**config.mk**
```make
export PLATFORM = sky130hd
export DESIGN_NAME = plb_mul
export DESIGN_NICKNAME = d
export VERILOG_FILES = /design/src/plb_pkg.sv /design/src/plb_mul.sv
export SDC_FILE = /design/constraint.sdc
export NUM_CORES = 2
export LEC_CHECK = 0
export BUFFER_PORTS_ARGS = -buffer_cell sky130_fd_sc_hd__buf_2
export CAP_MARGIN = 0
export CORE_MARGIN = 1.5
export CORE_UTILIZATION = 40
export DETAILED_ROUTE_END_ITERATION = 10
export GPL_ROUTABILITY_DRIVEN = 0
export HOLD_SLACK_MARGIN = 0.15
export PLACE_DENSITY = 0.63
export SYNTH_ARGS = -nofsm -noshare
export SYNTH_HDL_FRONTEND = slang
export SYNTH_SLANG_ARGS = --single-unit
```
**constraint.sdc**
```tcl
create_clock -name aclk -period 8.6 [get_ports aclk]
set_input_delay 0.43 -clock aclk [delete_from_list [all_inputs] [get_ports aclk]]
set_output_delay 0.43 -clock aclk [all_outputs]
set_load 0.005 [all_outputs]
```
**src/plb_pkg.sv**
```systemverilog
// Shared types and constants for the provider load balancer.
// No dependencies.
package plb_pkg;

    localparam int CNT_W  = 32;
    localparam int TIME_W = 64;
    localparam int ROT_W  = 32;
    localparam int PROD_W = 96;

    localparam logic [TIME_W-1:0] FASTEST_LIMIT = 64'd1000000000;

    typedef logic [CNT_W-1:0]  cnt_t;
    typedef logic [TIME_W-1:0] time_t;
    typedef logic [PROD_W-1:0] prod_t;

    typedef enum logic [1:0] {
        MODE_ROUND_ROBIN  = 2'd0,
        MODE_LEAST_LOADED = 2'd1,
        MODE_FASTEST      = 2'd2,
        MODE_FIXED_ZERO   = 2'd3
    } mode_t;

    typedef enum logic [1:0] {
        STATUS_OK       = 2'd0,
        STATUS_NO_DESC  = 2'd1,
        STATUS_BAD_PROV = 2'd2
    } status_t;

    localparam logic [1:0] REG_SELECT_MODE    = 2'd0;
    localparam logic [1:0] REG_PROVIDER_COUNT = 2'd1;
    localparam logic [1:0] REG_AVAILABLE_MASK = 2'd2;

    typedef enum logic [3:0] {
        ST_IDLE,
        ST_MOD,
        ST_RSCAN,
        ST_LEAST,
        ST_FAST,
        ST_CHECK,
        ST_UPD,
        ST_DONE
    } state_t;

endpackage

```
**src/plb_mul.sv**
```systemverilog
// Shared 32x32 multiplier with registered product.
// Depends on plb_pkg.
module plb_mul (
    input  logic                aclk,
    input  plb_pkg::cnt_t       mul_a,
    input  plb_pkg::cnt_t       mul_b,
    output logic [63:0]         prod
);
    import plb_pkg::*;

    logic [63:0] prod_reg;

    always_ff @(posedge aclk) begin
        prod_reg <= {32'd0, mul_a} * {32'd0, mul_b};
    end

    assign prod = prod_reg;

endmodule

```
==> results.cfg <==
[status]
status = finished, final reports clean

[timing]
timing.final.hold_violations = 0
period_needed_ps = 7970
min_period_over_period_pct = 92.7
max_slew.worst_pin.slew_ps = 774
fmax_ghz = 0.125
finalSetupTns_ps = 0
setup_violations = 0
rsz0062_at_grt = no
maxSlewViolCount = 0
slew_headroom_pct = 48.4
fin_ws_ps = 627

[yosys]
synth_seq_cells = 64
postSynth.asyncResetShare_pct = 0
synth_most_common_cell = fa_1
syn_avg_cell_area_sq_um = 9.25
ys_seq_area_share_pct = 3.69
synth_top_area_cell = fa_1
synthesis.area_sq_um = 34700
synth_nets = 4972
synth.distinct_cells = 57
synth-edff-count = 0
synth_common_cells = fa_1, inv_1, and2_1
synthFlopType = dfxtp_1
ys_top_cells_by_area = fa_1, and2_1, ha_1, inv_1, nand2_1
yosysWarnings = 0
synth_top_area_share_pct = 51.7
postSynthCellCount = 3748

[floorplan]
dieArea_sq_um = 88500
die_h_um = 297
num_io_pins = 129
rows = 107
core_sq_um = 85500
initial_utilization_pct = 40.5
die_w_um = 297

[layout]
finalNonFillerCells = 4856
fillCellCount = 8513
area.growth.synth_to_final_pct = 5.34
fin_nets = 4931
largest_reg_flops = 64
diodes = 0
seqCellArea_sq_um = 1280
drive_gt1_share_pct = 5.36
multiInputGateArea_sq_um = 29300

[global_route]
grt_pass1_vias = 26900
overflow = 0
grt_first_pass_wirelength_um = 152000
grt_use_total_pct = 22.2
grt_max_degree = 33
antenna_found_initial = 5

[worst_setup_path]
required_ps = 8880
cp.depth = 24
slowest_delay_ps = 590
start_kind = input pin
cp.arrival_ps = 8250
crit_type = input pin to register
critPathTopFamily = adder cells
crit_top_cell = fa_1
path_cells = buf_2 -> nand2_1 -> fa_1 -> inv_1 -> fa_1 -> inv_1 -> fa_1 -> inv_1 -> fa_1 -> fa_1 -> fa_1 -> fa_1 -> inv_1 -> fa_1 -> inv_1 -> ha_1 -> nand4_1 -> or4_1 -> or3_1 -> a31oi_1 -> a31o_2 -> a211oi_1 -> o21ai_1 -> xor2_1
cp_max_fo = 32
worst-path-buf-inv = 6
cp_slowest_cell = fa_1
cp-end-kind = register

[clock_tree]
clockBufferDepth = 2
cts_max_level = 3
post_cts_resized = 0
cts_buffers = 9
post_cts_buffers = 0
cts_tree = built
path_clk_slew_ps = 60
cts_root_buffer = clkbuf_16
cts_hold_buf = 0
clkSinkCount = 64

[placed_design]
place_inst = 4840
port_buffers = 128
dp_slack_ps = 305
dp.final_hpwl_um = 78200

[hold_path]
hold-path-cell-count = 2
hold_class = input pin to register

[detailed_routing]
drtPass1Iterations = 7
vias = 24600
ant_nets = 0
wirelength_um = 94000
drc = 0
drt_iter0_markers = 1305
via_per_inst = 5.07
wl_per_cell_um = 19.4

[job]
max_cap_violations = 0
==> layout make-up <==
| class | instances | share of cell area, % |
|---|---|---|
| timing repair buffer | 168 | 2.58 |
| clock buffer | 11 | 0.637 |
| multi-input combinational | 2599 | 80.3 |
| tap | 1144 | 3.92 |
| clock inverter | 5 | 0.223 |
| sequential | 64 | 3.51 |
| inverter | 865 | 8.89 |
==> kinds of logic after synthesis <==
family,Yosys count,share of synthesized area [%]
adders and majority gates,1159,61.2
AOI/OAI and AO/OA,202,4.15
DFF,64,3.69
muxes,1,0.0289
xor gates and xnor gates,60,1.52
and+or+nand+nor,1177,17.6
buffers and inverters,1085,11.8
==> routing by layer <==
metal | vias up | track usage [%] | part of all wire (%)
met4 | 6 | 9.22 | 4.9
met3 | 206 | 2.91 | 4.6
met1 | 13000 | 26.1 | 37
met5 | - | 0 | 0.049
met2 | 714 | 40.4 | 53
li1 | 10800 | - | -
==> cell usage in the layout (no fill, tap or decap), types with 12 or more instances in the layout <==
master,netlist,routed
inv_1,865,865
xor2_1,25,25
dfxtp_1,64,64
a31oi_1,12,12
nand2_1,480,480
nor2_1,20,20
nand4_1,23,23
a21o_1,40,40
buf_2,6,128
fa_1,896,896
and3_1,14,14
ha_1,263,263
o21ai_0,21,21
a21oi_1,63,63
buf_4,0,40
and2_1,602,602
xnor2_1,35,35
==> path summary, 6_finish.rpt <==
check	from	end
worst max-delay path	mul_b[10]	prod[62]
worst min-delay path	mul_b[0]	prod[0]
==> metrics by stage <==
step	util, %	cell area, sq um	hold WS (ps)
global route	42.7	36500	749
finish	42.7	36500	745
CTS	42.7	36500	722
global placement	42.3	36200	809
detailed placement	42.3	36200	809
floorplan	-	34700	557
Power is not shown: default switching activity piles up to over one toggle a cycle in this logic, so the estimate is an artifact.
