--- src/plb_pkg.sv ---
// Shared types and constants for the provider load balancer.
// No dependencies.
package plb_pkg;

    localparam int CNT_W  = 32;
    localparam int TIME_W = 64;
    localparam int ROT_W  = 32;
    localparam int PROD_W = 96;

    localparam logic [TIME_W-1:0] FASTEST_LIMIT = 64'd1000000000;

    typedef logic [CNT_W-1:0]  cnt_t;
    typedef logic [TIME_W-1:0] time_t;
    typedef logic [PROD_W-1:0] prod_t;

    typedef enum logic [1:0] {
        MODE_ROUND_ROBIN  = 2'd0,
        MODE_LEAST_LOADED = 2'd1,
        MODE_FASTEST      = 2'd2,
        MODE_FIXED_ZERO   = 2'd3
    } mode_t;

    typedef enum logic [1:0] {
        STATUS_OK       = 2'd0,
        STATUS_NO_DESC  = 2'd1,
        STATUS_BAD_PROV = 2'd2
    } status_t;

    localparam logic [1:0] REG_SELECT_MODE    = 2'd0;
    localparam logic [1:0] REG_PROVIDER_COUNT = 2'd1;
    localparam logic [1:0] REG_AVAILABLE_MASK = 2'd2;

    typedef enum logic [3:0] {
        ST_IDLE,
        ST_MOD,
        ST_RSCAN,
        ST_LEAST,
        ST_FAST,
        ST_CHECK,
        ST_UPD,
        ST_DONE
    } state_t;

endpackage

--- src/plb_stat_file.sv ---
// Per-provider served count and busy time store, cleared at reset.
// One read port, one write port. Depends on plb_pkg.
module plb_stat_file #(
    parameter int NSLOT = 8,
    parameter int IDX_W = 3
) (
    input  logic              aclk,
    input  logic              aresetn,
    input  logic [IDX_W-1:0]  rd_idx,
    output plb_pkg::cnt_t     rd_cnt,
    output plb_pkg::time_t    rd_time,
    input  logic              wr_en,
    input  logic [IDX_W-1:0]  wr_idx,
    input  plb_pkg::cnt_t     wr_cnt,
    input  plb_pkg::time_t    wr_time
);
    import plb_pkg::*;

    cnt_t  cnt_reg  [NSLOT];
    time_t time_reg [NSLOT];

    always_ff @(posedge aclk) begin
        if (!aresetn) begin
            for (int i = 0; i < NSLOT; i++) begin
                cnt_reg[i]  <= '0;
                time_reg[i] <= '0;
            end
        end else if (wr_en) begin
            cnt_reg[wr_idx]  <= wr_cnt;
            time_reg[wr_idx] <= wr_time;
        end
    end

    assign rd_cnt  = cnt_reg[rd_idx];
    assign rd_time = time_reg[rd_idx];

endmodule

--- config.mk ---
export PLATFORM = sky130hd
export DESIGN_NAME = plb_stat_file
export DESIGN_NICKNAME = d
export VERILOG_FILES = /design/src/plb_pkg.sv /design/src/plb_stat_file.sv
export SDC_FILE = /design/constraint.sdc
export NUM_CORES = 1
export LEC_CHECK = 0
export BUFFER_PORTS_ARGS = -buffer_cell sky130_fd_sc_hd__buf_2
export CAP_MARGIN = 20
export CORE_ASPECT_RATIO = 1.2
export CORE_MARGIN = 5
export CORE_UTILIZATION = 60
export CTS_CLUSTER_DIAMETER = 60
export DETAILED_ROUTE_END_ITERATION = 16
export PLACE_DENSITY = 0.86
export SLEW_MARGIN = 30
export SYNTH_ARGS = -nofsm -noshare
export SYNTH_HDL_FRONTEND = slang
export SYNTH_SLANG_ARGS = --single-unit
--- constraint.sdc ---
create_clock -name aclk -period 10 [get_ports aclk]
set_input_delay 1 -clock aclk [delete_from_list [all_inputs] [get_ports aclk]]
set_output_delay 1 -clock aclk [all_outputs]
set_load 0.1 [all_outputs]
==> run_results.csv <==
group,metric,value,unit
run_status,run_status,"complete, no violations",
final_layout,instances_no_fill,3044,
cts,cts_tree,"yes",
power,power_leakage,11.8,nW
critical_path,crit_path_start_kind,"input pin",
timing,worst-slew-pin-transition,1.01,ns
detailed_routing,wl_per_cell,27.1,um
synth,netlist.area_leader.share,68.3,%
power,p_switching,2.06,mW
placement,gp_congestion,0.734,
timing,min_period,4.90,ns
global_routing,grt_max_degree,115,
timing,clock.fmax,204,MHz
timing,maxSlewHeadroom,32.7,%
cts,post_cts_buffers,0,
global_routing,grtUsageTotal,27.3,%
die,placementRows,95,
synth,synth_edf_count,768,
global_routing,antenna_found_initial,2,
synth,ys_top_cells_by_count,"edfxtp_1 (768), nor3_1 (768), mux4_2 (192)",
die,die_x,227,um
die,initial_core_util,60.4,%
timing,rsz0062_at_grt,"false",
placement,dpl.cell_count,2906,
cts,htreeDepth,3,
synth,synthArstFlopShare,0,%
placement,io_buffers,200,
cts,cts_resized,0,
die,io_pins,201,
critical_path,crit_family,"buffers and inverters",
global_routing,grt.overflow.total,0,
cts,clock-root-buffer,"clkbuf_16",
detailed_routing,drt_first_pass_iters,6,
critical_path,cp_slowest_cell,"mux4_2",
detailed_routing,routed_wl,82400,um
critical_path,worstPathMaxFanout,60,
synth,syn_avg_cell_area,15.6,sq um
cts,cts_hold_buf,0,
critical_path,slowest_delay,0.59,ns
global_routing,grt_pass1_vias,21300,
synth,yosys.area.top_type,"edfxtp_1",
critical_path,path_cells,"buf_8, buf_16, buf_12, buf_16, mux4_2, mux2_2, buf_2",
power,ir_worst_vdd,157,uV
power,internal_power,5.62,mW
detailed_routing,antenna_left,0,
final_layout,final_area,0.0379,sq mm
critical_path,path_buf_inv,5,
detailed_routing,route.detailed.drc,0,
power,clockPowerShare,36.3,%
synth,yosysUniqueCellTypes,15,
die,fp.coreArea,0.0559,sq mm
final_layout,largest_reg_flops,512,
synth,synthFlopType,"edfxtp_1",
critical_path,path_class,"in -> out",
synth,synth_area_leaders,"edfxtp_1 (68%), mux4_2 (13%), nor3_1 (11%), mux2_2 (3.2%), clkbuf_1 (2.0%)",
power,p_total,7.68,mW
critical_path,crit_arrival,3.90,ns
detailed_routing,dr_total_vias,20500,
synth,syn_nets,2267,
timing,finalCritPeriodShare,49.0,%
synth,yosysSeqAreaShare,68.3,%
die,die_h,270,um
final_layout,syn2layout_area_growth,12.1,%
timing,slew_viol_final,0,
final_layout,final_nets,2365,
synth,syn_inst,2162,
synth,yosysWarningCount,0,
cts,cts_made_buffers,74,
power,p_per_area,203,mW/mm^2
die,die_area,0.0611,sq mm
timing,hold_viol,0,
placement,placedInstanceArea,0.0353,sq mm
placement,post-dp-hpwl,42900,um
timing,timing.setup.tns,0,ns
flow_run,cap_violations,0,
critical_path,crit_path_frequent_cell,"buf_16",
critical_path,crit_path_end_kind,"primary output",
cts,clockBufferDepth,3,
global_routing,grt_pass1_wl,128000,um
detailed_routing,via_per_inst,6.75,
timing,setup_violations,0,
cts,cts_sinks,768,
power,power_frac_seq,49.5,%
final_layout,drive_gt1_share,28.5,%
cts,clkTransAtPathRegs,0.06,ns
power,pwr-share-comb,14.2,%
power,swShare,26.8,%
critical_path,crit_required,9.00,ns
synth,synthesis.area,0.0338,sq mm
synth,ys_ff_latch,768,
detailed_routing,drtIter0Drc,2457,
min_path,hold_path_class,"in -> reg",
-- stage by stage --
step | hold slack [ns] | utilization (%) | setup WS [ns]
floorplan | 1.34 | - | 0.915
global placement | 1.46 | 62.8 | 5.09
detailed placement | 1.46 | 63.2 | 5.07
CTS | 0.808 | 67.5 | 5.08
global route | 0.842 | 67.7 | 4.82
finish | 0.833 | 67.8 | 5.10
-- layout make-up --
class,count,area [sq um]
Fill cell,3570,18000
Sequential cell,768,23100
Clock buffer,85,1940
Timing Repair Buffer,250,1660
Inverter,96,360
Multi-Input combinational cell,1070,9450
Tap cell,727,910
Clock inverter,47,472
Antenna cell,1,2.50
-- power groups by stage --
stage	clock (mW)	sequential (mW)	combinational, mW
4_1_cts	2.82	3.80	1.09
3_5_place_dp	0	3.87	1.08
3_3_place_gp	0	3.85	1.06
2_1_floorplan	0	3.88	0.839
5_1_grt	2.97	3.81	1.13
6_report	2.79	3.80	1.09
-- path summary, 6_finish.rpt --
path                         end  depth (start not counted)       start  slack (ns)
setup / recovery      rd_cnt[29]                          7   rd_idx[0]        5.10
hold / removal    cnt_reg[5][19]                          3  wr_cnt[19]        0.83
-- kinds of logic (layout without fill, tap and decap cells) --
kind of cell / Yosys count / after routing / synth area share (%)
and+or+nand+nor: 774 / 774 / 11.5
buffers and inverters: 324 / 478 / 4.08
muxes: 288 / 288 / 16.0
other: 0 / 1 / 0
AOI/OAI and AO/OA: 8 / 8 / 0.119
DFF: 768 / 768 / 68.3
-- routing by layer --
layer / vias to the layer above / track usage, % / wire, um
li1: 8750 / - / -
met1: 10400 / 37.7 / 30100
met2: 1267 / 45.0 / 42300
met3: 166 / 4.49 / 7540
met4: 2 / 9.30 / 2410
met5: - / 0 / 17
-- placed cells by master (no fill, tap or decap), types with 17 or more instances in the layout --
cell type    n
nor3_1     768
edfxtp_1   768
mux2_2      96
buf_4       29
clkinv_2    17
buf_2      197
mux4_2     192
clkinv_1   110
clkbuf_16   76
Power figures use the tool's default switching activity.
